<file path="config.mk">
export PLATFORM = sky130hd
export DESIGN_NAME = byte_level_utf8_to_raw_bytes
export DESIGN_NICKNAME = d
export VERILOG_FILES = /design/src/rtl/blu2b_pkg.sv /design/src/rtl/byte_level_utf8_to_raw_bytes.sv
export VERILOG_INCLUDE_DIRS = /design/src /design/src/rtl
export SDC_FILE = /design/constraint.sdc
export NUM_CORES = 1
export LEC_CHECK = 0
export ABC_AREA = 1
export BUFFER_PORTS_ARGS = -buffer_cell sky130_fd_sc_hd__buf_4
export CAP_MARGIN = 20
export CORE_ASPECT_RATIO = 0.8
export CORE_MARGIN = 2
export CORE_UTILIZATION = 45
export DETAILED_ROUTE_END_ITERATION = 8
export PLACE_DENSITY_LB_ADDON = 0.12
export SYNTH_ARGS = -nofsm -noshare
export SYNTH_HDL_FRONTEND = slang
export SYNTH_SLANG_ARGS = --single-unit
</file>
<file path="constraint.sdc">
create_clock -name clk -period 4.4 [get_ports clk]
set_input_delay 0.44 -clock clk [delete_from_list [all_inputs] [get_ports clk]]
set_output_delay 0.44 -clock clk [all_outputs]
set_load 0.01 [all_outputs]
</file>
<file path="src/rtl/byte_level_utf8_to_raw_bytes_defines.svh">
// Assertion macros for the byte-level UTF-8 to raw byte decoder.
// Included by the RTL files that carry concurrent checks; no other dependencies.
`ifndef BYTE_LEVEL_UTF8_TO_RAW_BYTES_DEFINES_SVH
`define BYTE_LEVEL_UTF8_TO_RAW_BYTES_DEFINES_SVH

`ifndef SYNTHESIS

// expression must hold at every clock edge outside reset
`define BLU2B_ASSERT(lbl, clk, rst, expr) \
  lbl: assert property (@(posedge clk) disable iff (rst) (expr)) \
    else $error("assertion failed");

// same-cycle implication
`define BLU2B_ASSERT_IMP(lbl, clk, rst, ante, cons) \
  lbl: assert property (@(posedge clk) disable iff (rst) (ante) |-> (cons)) \
    else $error("assertion failed");

// next-cycle implication
`define BLU2B_ASSERT_NXT(lbl, clk, rst, ante, cons) \
  lbl: assert property (@(posedge clk) disable iff (rst) (ante) |=> (cons)) \
    else $error("assertion failed");

`else

`define BLU2B_ASSERT(lbl, clk, rst, expr)
`define BLU2B_ASSERT_IMP(lbl, clk, rst, ante, cons)
`define BLU2B_ASSERT_NXT(lbl, clk, rst, ante, cons)

`endif

`endif

</file>
<file path="src/rtl/blu2b_pkg.sv">
// Package for the byte-level UTF-8 to raw byte decoder: types, constants,
// lead-byte length, code point assembly and the reverse byte table. No dependencies.
`timescale 1ns / 1ps

package blu2b_pkg;

  typedef logic [20:0] cp_t;

  typedef struct packed {
    logic       ok;
    logic [7:0] val;
  } map_t;

  // lead byte classes
  localparam logic [7:0] MASK_LEAD2 = 8'hE0;
  localparam logic [7:0] CODE_LEAD2 = 8'hC0;
  localparam logic [7:0] MASK_LEAD3 = 8'hF0;
  localparam logic [7:0] CODE_LEAD3 = 8'hE0;
  localparam logic [7:0] MASK_LEAD4 = 8'hF8;
  localparam logic [7:0] CODE_LEAD4 = 8'hF0;

  // reverse byte table ranges
  localparam cp_t CP_PRINT_LO = 21'd33;
  localparam cp_t CP_PRINT_HI = 21'd126;
  localparam cp_t CP_LAT_LO   = 21'd161;
  localparam cp_t CP_LAT_HI   = 21'd172;
  localparam cp_t CP_SHY      = 21'd173;
  localparam cp_t CP_BYTE_HI  = 21'd255;
  localparam cp_t CP_SHIFT_LO = 21'd256;
  localparam cp_t CP_SHIFT_HI = 21'd323;

  localparam logic [8:0] OFF_BASE   = 9'd256;
  localparam logic [8:0] OFF_CTRL   = 9'd32;
  localparam logic [8:0] OFF_HIGH   = 9'd66;
  localparam logic [7:0] HIGH_ADJ   = 8'd94;
  localparam logic [7:0] BYTE_SHY   = 8'd173;

  // sequence length announced by a lead byte (1 for anything else)
  function automatic logic [2:0] lead_len(input logic [7:0] b);
    logic [2:0] len;
    if (!b[7])                          len = 3'd1;
    else if ((b & MASK_LEAD2) == CODE_LEAD2) len = 3'd2;
    else if ((b & MASK_LEAD3) == CODE_LEAD3) len = 3'd3;
    else if ((b & MASK_LEAD4) == CODE_LEAD4) len = 3'd4;
    else                                len = 3'd1;
    return len;
  endfunction

  // assemble a code point; continuation bytes contribute their low six bits
  function automatic cp_t decode_cp(input logic [7:0] b0, input logic [7:0] b1,
                                    input logic [7:0] b2, input logic [7:0] b3,
                                    input logic [2:0] len);
    cp_t cp;
    case (len)
      3'd2:    cp = {10'd0, b0[4:0], b1[5:0]};
      3'd3:    cp = {5'd0, b0[3:0], b1[5:0], b2[5:0]};
      3'd4:    cp = {b0[2:0], b1[5:0], b2[5:0], b3[5:0]};
      default: cp = {13'd0, b0};
    endcase
    return cp;
  endfunction

  // reverse byte table: identity ranges, shifted block 256..323, else dropped
  function automatic map_t map_cp(input cp_t cp);
    map_t       r;
    logic [8:0] off;
    r.ok  = 1'b0;
    r.val = 8'd0;
    off   = cp[8:0] - OFF_BASE;
    if ((cp >= CP_PRINT_LO && cp <= CP_PRINT_HI) ||
        (cp >= CP_LAT_LO && cp <= CP_LAT_HI) ||
        (cp > CP_SHY && cp <= CP_BYTE_HI)) begin
      r.ok  = 1'b1;
      r.val = cp[7:0];
    end else if (cp >= CP_SHIFT_LO && cp <= CP_SHIFT_HI) begin
      r.ok = 1'b1;
      if (off <= OFF_CTRL)      r.val = off[7:0];
      else if (off <= OFF_HIGH) r.val = off[7:0] + HIGH_ADJ;
      else                      r.val = BYTE_SHY;
    end
    return r;
  endfunction

endpackage

</file>
<file path="src/rtl/byte_level_utf8_to_raw_bytes.sv">
// Top level of the byte-level UTF-8 to raw byte decoder.
// Depends on blu2b_pkg and byte_level_utf8_to_raw_bytes_defines.svh.
`timescale 1ns / 1ps
`include "byte_level_utf8_to_raw_bytes_defines.svh"

//  channel | dir | tdata        | tlast     | tuser
//  --------+-----+--------------+-----------+------------------------------
//  s_*     | in  | [7:0] in_byte| text_last | -
//  m_*     | out | [7:0] out_byte| run_last | [0] byte_valid, [1] text_end
//
//  One input byte is taken per cycle while s_tready is high; its results
//  appear in the cycle after the decoder takes it. A sequence that is still
//  open consumes the byte with no beat out. The final byte of a text can emit
//  up to three beats, one per cycle while m_tready is high, held in the
//  three-entry result buffer. A byte that arrives while a group drains or a
//  beat waits on m_tready parks in the skid register, and s_tready stays low
//  until the decoder takes it. rst is synchronous and clears all valid flags.

module byte_level_utf8_to_raw_bytes (
  input  logic       clk,
  input  logic       rst,
  input  logic       s_tvalid,
  output logic       s_tready,
  input  logic [7:0] s_tdata,   // [7:0] in_byte
  input  logic       s_tlast,   // text_last
  output logic       m_tvalid,
  input  logic       m_tready,
  output logic [7:0] m_tdata,   // [7:0] out_byte
  output logic       m_tlast,   // run_last
  output logic [1:0] m_tuser    // [0] byte_valid, [1] text_end
);

  // input skid register
  logic       skid_valid;
  logic [7:0] skid_byte;
  logic       skid_last;

  // sequence state
  logic [7:0] held_bytes [3];
  logic [1:0] held_count;
  logic [2:0] sequence_length;

  // result buffer, slot 0 is the beat on the bus
  logic [7:0] res_byte [3];
  logic [1:0] res_cnt;
  logic       res_bv;
  logic       res_end;

  logic       s_fire, m_fire, proc_ready, proc_fire;
  logic       src_valid, src_last;
  logic [7:0] src_byte;
  logic [2:0] n_bytes, len_cur;
  logic       hold, complete, pair;
  logic [7:0] buf0, buf1, buf2;
  blu2b_pkg::cp_t  cp_a, cp_b, cp_c;
  blu2b_pkg::map_t map_a, map_b, map_c;
  logic [2:0] cand_v;
  logic [7:0] cand_b [3];
  logic [7:0] slot_b [3];
  logic [1:0] cnt_next;
  logic       bv_next;

  // handshakes
  assign s_tready   = !skid_valid && !rst;
  assign s_fire     = s_tvalid && s_tready;
  assign m_fire     = m_tvalid && m_tready;
  assign proc_ready = (res_cnt == 2'd0) || (res_cnt == 2'd1 && m_tready);

  assign src_valid  = skid_valid || s_fire;
  assign src_byte   = skid_valid ? skid_byte : s_tdata;
  assign src_last   = skid_valid ? skid_last : s_tlast;
  assign proc_fire  = src_valid && proc_ready;

  // skid register: catches a beat the decoder cannot take this cycle
  always_ff @(posedge clk) begin
    if (rst) begin
      skid_valid <= 1'b0;
    end else if (!skid_valid && s_fire && !proc_ready) begin
      skid_valid <= 1'b1;
    end else if (skid_valid && proc_ready) begin
      skid_valid <= 1'b0;
    end
  end

  always_ff @(posedge clk) begin
    if (s_fire && !skid_valid) begin
      skid_byte <= s_tdata;
      skid_last <= s_tlast;
    end
  end

  // assemble the working buffer: held bytes followed by the new byte
  assign buf0    = (held_count == 2'd0) ? src_byte : held_bytes[0];
  assign buf1    = (held_count == 2'd1) ? src_byte : held_bytes[1];
  assign buf2    = (held_count == 2'd2) ? src_byte : held_bytes[2];
  assign n_bytes = {1'b0, held_count} + 3'd1;
  assign len_cur = (held_count != 2'd0) ? sequence_length
                                        : blu2b_pkg::lead_len(src_byte);
  assign complete = n_bytes >= len_cur;
  assign hold     = !src_last && !complete;

  // first code point: whole sequence, or the lead byte alone on a cut-off end
  assign cp_a = complete ? blu2b_pkg::decode_cp(buf0, buf1, buf2, src_byte, len_cur)
                         : {13'd0, buf0};
  // bytes after a cut-off lead are parsed again; only a two-byte pair can fit
  assign pair = (held_count == 2'd2) && (blu2b_pkg::lead_len(buf1) == 3'd2);
  assign cp_b = pair ? blu2b_pkg::decode_cp(buf1, buf2, 8'd0, 8'd0, 3'd2)
                     : {13'd0, buf1};
  assign cp_c = {13'd0, buf2};

  assign map_a = blu2b_pkg::map_cp(cp_a);
  assign map_b = blu2b_pkg::map_cp(cp_b);
  assign map_c = blu2b_pkg::map_cp(cp_c);

  assign cand_v[0] = map_a.ok;
  assign cand_v[1] = !complete && (held_count != 2'd0) && map_b.ok;
  assign cand_v[2] = !complete && (held_count == 2'd2) && !pair && map_c.ok;
  assign cand_b[0] = map_a.val;
  assign cand_b[1] = map_b.val;
  assign cand_b[2] = map_c.val;

  // pack surviving bytes into the result slots in order
  always_comb begin
    logic [1:0] cnt;
    cnt     = 2'd0;
    bv_next = 1'b1;
    for (int i = 0; i < 3; i++) begin
      slot_b[i] = 8'd0;
    end
    for (int i = 0; i < 3; i++) begin
      if (cand_v[i]) begin
        slot_b[cnt] = cand_b[i];
        cnt         = cnt + 2'd1;
      end
    end
    if (hold) begin
      cnt_next = 2'd0;
    end else if (cnt == 2'd0 && src_last) begin
      // end of text with nothing decoded: a lone marker beat
      cnt_next  = 2'd1;
      slot_b[0] = 8'd0;
      bv_next   = 1'b0;
    end else begin
      cnt_next = cnt;
    end
  end

  // sequence state
  always_ff @(posedge clk) begin
    if (rst) begin
      held_count      <= 2'd0;
      sequence_length <= 3'd0;
    end else if (proc_fire) begin
      if (hold) begin
        held_count      <= n_bytes[1:0];
        sequence_length <= len_cur;
      end else begin
        held_count      <= 2'd0;
        sequence_length <= 3'd0;
      end
    end
  end

  always_ff @(posedge clk) begin
    if (proc_fire && hold) begin
      held_bytes[held_count] <= src_byte;
    end
  end

  // result buffer control
  always_ff @(posedge clk) begin
    if (rst) begin
      res_cnt <= 2'd0;
    end else if (proc_fire) begin
      res_cnt <= cnt_next;
    end else if (m_fire) begin
      res_cnt <= res_cnt - 2'd1;
    end
  end

  // result buffer payload: load a new group or shift one beat out
  always_ff @(posedge clk) begin
    if (proc_fire) begin
      res_byte[0] <= slot_b[0];
      res_byte[1] <= slot_b[1];
      res_byte[2] <= slot_b[2];
      res_bv      <= bv_next;
      res_end     <= src_last;
    end else if (m_fire) begin
      res_byte[0] <= res_byte[1];
      res_byte[1] <= res_byte[2];
    end
  end

  // output beat
  assign m_tvalid   = res_cnt != 2'd0;
  assign m_tdata    = res_byte[0];
  assign m_tlast    = res_cnt == 2'd1;
  assign m_tuser[0] = res_bv;
  assign m_tuser[1] = res_end && (res_cnt == 2'd1);

  // checks
  `BLU2B_ASSERT_IMP(a_held_short, clk, rst, held_count != 2'd0,
                    sequence_length > 3'(held_count))
  `BLU2B_ASSERT_IMP(a_marker_alone, clk, rst, m_tvalid && !m_tuser[0],
                    m_tlast && m_tuser[1] && m_tdata == 8'd0)
  `BLU2B_ASSERT_NXT(a_end_clears, clk, rst, proc_fire && src_last,
                    held_count == 2'd0 && sequence_length == 3'd0)

endmodule
</file>
==> results.py <==
metrics = {
    "power_and_ir_drop": {
        "ir_worst_vdd_v": 0.000310,
        "leakage_nw": 3.78,
        "power_mw": 3.50,
        "powerDensity_mw_per_mm2": 429,
    },
    "worst_setup_path": {
        "cp-start-kind": "register",
        "regToRegSetupSlack_ns": -0.03,
        "path_class": "register to register",
        "r2r-end": "res_byte[0][3]$_DFFE_PP_",
        "slowest_stage": "dfxtp_4",
        "required_ns": 4.49,
        "r2r_start": "skid_valid$_SDFFE_PP0P_",
        "worst_setup_path_end_kind": "register",
        "arrival_ns": 4.52,
        "crit_path_frequent_cell": "nand2_4",
        "max_stage_delay_ns": 0.40,
        "rr_worst_depth": 35,
        "path_max_fanout": 6,
    },
    "route": {
        "postRouteAntennaNets": 0,
        "routed_wl_mm": 18.6,
        "wl_met1_mm": 8.59,
        "met3_wirelength_mm": 1.13,
        "dr.max_layer_used": "met4",
        "wire_per_inst_um": 15.1,
        "drc": 0,
        "drt-initial-drc-count": 651,
        "vias": 6487,
        "via_per_inst": 5.29,
        "dr.pass1.iters": 5,
        "wl_met2_mm": 8.48,
    },
    "run_status": {
        "outcome": "finished, violations left",
        "violations": "negative setup slack",
    },
    "timing": {
        "report.final.slew_viol_count": 0,
        "period_needed_ns": 4.43,
        "setup_viol": 5,
        "relSlewSlack": 0.414,
        "clock_skew_ns": 0.00672,
        "hold_viol": 0,
        "worst_pin_slew_ns": 0.870,
        "layout_setup_ws_ns": -0.0271,
        "timing.final.crit_share": 1.01,
        "fmax_ghz": 0.226,
        "rsz0062_at_grt": "yes",
        "timing.hold.ws_ns": 0.286,
    },
    "synth": {
        "avgSynthCellArea_um2": 6.86,
        "async_flop_share": 0,
        "netlist_area_mm2": 0.00600,
        "synth_edf_count": 59,
        "synth_fp_nets": 909,
        "synth_flop_cell": "edfxtp_1",
        "seq_area_frac_synth": 0.322,
        "synth_warnings": 0,
        "synth_cell_types": 42,
        "synth_seq_cells": 67,
        "syn_inst": 875,
    },
    "hold_path": {
        "hold_class": "input port to register",
        "hold_start": "s_tdata[6]",
        "hold-path-endpoint": "skid_byte[6]$_DFFE_PP_",
        "hold_path_depth": 1,
    },
    "floorplan": {
        "io_pins": 26,
        "fp.dieH_um": 107,
        "rows": 37,
        "dieArea_mm2": 0.0143,
        "start_util": 0.463,
        "core_mm2": 0.0130,
        "die_w_um": 133,
    },
    "global_routing": {
        "grt_pass1_vias": 5956,
        "grt_pass1_wl_mm": 29.6,
        "grt_remaining_overflow": 0,
        "grt_max_degree": 26,
        "grt_use_total": 0.259,
        "antenna_found_initial": 0,
    },
    "placed_design": {
        "placed_cells": 1189,
        "dp_hpwl_mm": 14.1,
        "port_buffers": 25,
        "place_ws_ns": -0.440,
        "placed_area_mm2": 0.00736,
        "gp_congestion": 0.931,
    },
    "clock_network": {
        "cts.path.max_buffers": 2,
        "cts_made_buffers": 9,
        "cts_tree": "done",
        "clk_latency_ns": 0.34,
        "cts_num_sinks": 67,
        "cts-htree-levels": 3,
        "clk_pin_slew_worst_paths_ns": 0.06,
        "ctsHoldBuffers": 0,
        "root_buffer": "clkbuf_16",
    },
    "layout": {
        "num_antenna_cells": 0,
        "postLayoutCellArea_mm2": 0.00817,
        "final_cell_mix": "nand2_1 (237), buf_4 (174), nand3_1 (93)",
        "fillers": 1168,
        "drive_gt1_frac": 0.337,
        "area_growth_pct": 36.2,
        "final_cells": 1227,
        "nNetsFinal": 1081,
        "final_common_cell": "nand2_1",
    },
    "flow_run": {
        "max_cap_viol_count": 0,
    },
}
## where the power goes
group          switching [mW]  internal [mW]  total [mW]  leakage (nW)
Sequential             0.0331          0.865       0.898         0.616
Combinational            1.09          0.794        1.89          3.02
Clock                   0.294          0.423       0.716         0.143
Total                    1.42           2.08        3.50          3.78
## area by class of cell
cell class / count / area, um2 / area share
multi-input combinational: 686 / 3880 / 0.475
sequential: 67 / 1940 / 0.237
timing repair buffer: 186 / 1450 / 0.177
inverter: 97 / 393 / 0.0481
clock buffer: 11 / 254 / 0.0311
tap: 175 / 219 / 0.0268
clock inverter: 5 / 45.0 / 0.00551
## state kept, by name, indices dropped and copies added, names as in the netlist
register / flops
skid_last: 1
held_bytes: 24
res_cnt: 2
res_bv: 1
skid_valid: 1
res_byte: 24
res_end: 1
skid_byte: 8
sequence_length: 3
held_count: 2
## per-layer routing
| layer | track usage | vias to the layer above |
|---|---|---|
| met5 | 0 | - |
| met4 | 0.0722 | 0 |
| met3 | 0.0414 | 41 |
| met2 | 0.418 | 254 |
| met1 | 0.362 | 2957 |
| li1 | - | 3235 |
## stage by stage
step	util	setup TNS (ns)
3_3_place_gp	0.568	-2.77
2_1_floorplan	-	0
5_1_grt	0.631	-3.48
4_1_cts	0.598	0
3_5_place_dp	0.568	-4.47
6_report	0.631	-0.109
## cell usage after synthesis (all sizes together) (9+ instances only)
| cell type | instances | area, um2 |
|---|---|---|
| a21oi | 31 | 178 |
| buf | 23 | 180 |
| edfxtp | 59 | 1770 |
| ha | 21 | 263 |
| inv | 95 | 357 |
| nand2 | 279 | 1140 |
| nand3 | 102 | 538 |
| nand4 | 28 | 175 |
| nor2 | 107 | 513 |
| nor3 | 9 | 45.0 |
| o21ai | 66 | 357 |
| or2 | 19 | 119 |
## cells by family after synthesis
family          synth area share
simple gates               0.425
flops                      0.322
buf+inv                   0.0934
mux                      0.00167
xor+xnor                 0.00730
fa+ha+maj                 0.0438
compound gates             0.107
## worst max path at each step
| stage | slack (ns) | depth (start not counted) | startpoint | endpoint |
|---|---|---|---|---|
| 2_1_floorplan | 0.01 | 39 | skid_valid$_SDFFE_PP0P_ | res_byte[0][2]$_DFFE_PP_ |
| 3_3_place_gp | -0.34 | 32 | s_tdata[5] | res_byte[0][5]$_DFFE_PP_ |
| 3_5_place_dp | -0.44 | 33 | s_tdata[5] | res_byte[0][2]$_DFFE_PP_ |
| 4_1_cts | 0.0003 | 36 | skid_valid$_SDFFE_PP0P_ | res_byte[0][2]$_DFFE_PP_ |
| 5_1_grt | -0.26 | 35 | skid_valid$_SDFFE_PP0P_ | res_byte[0][3]$_DFFE_PP_ |
| 6_report | -0.03 | 35 | skid_valid$_SDFFE_PP0P_ | res_byte[0][3]$_DFFE_PP_ |
## worst max-delay path, delay by kind of cell, from the launching register on
kind,cells,cell delay [ns]
AND/OR/NAND/NOR,21,2.03
AO/OA/AOI/OAI,5,0.58
adder cells (fa/ha/maj),2,0.48
flip-flops,1,0.40
buffers and inverters,7,0.69
## timing repair
| action | 4_1_cts | 5_1_grt |
|---|---|---|
| pin swaps | 10 | 37 |
| cloned | 0 | 1 |
| buffers inserted | 0 | 20 |
| endpoints found under the setup margin | 19 | 19 |
| gates resized for setup | 22 | 69 |
Power figures use the tool's default switching activity.
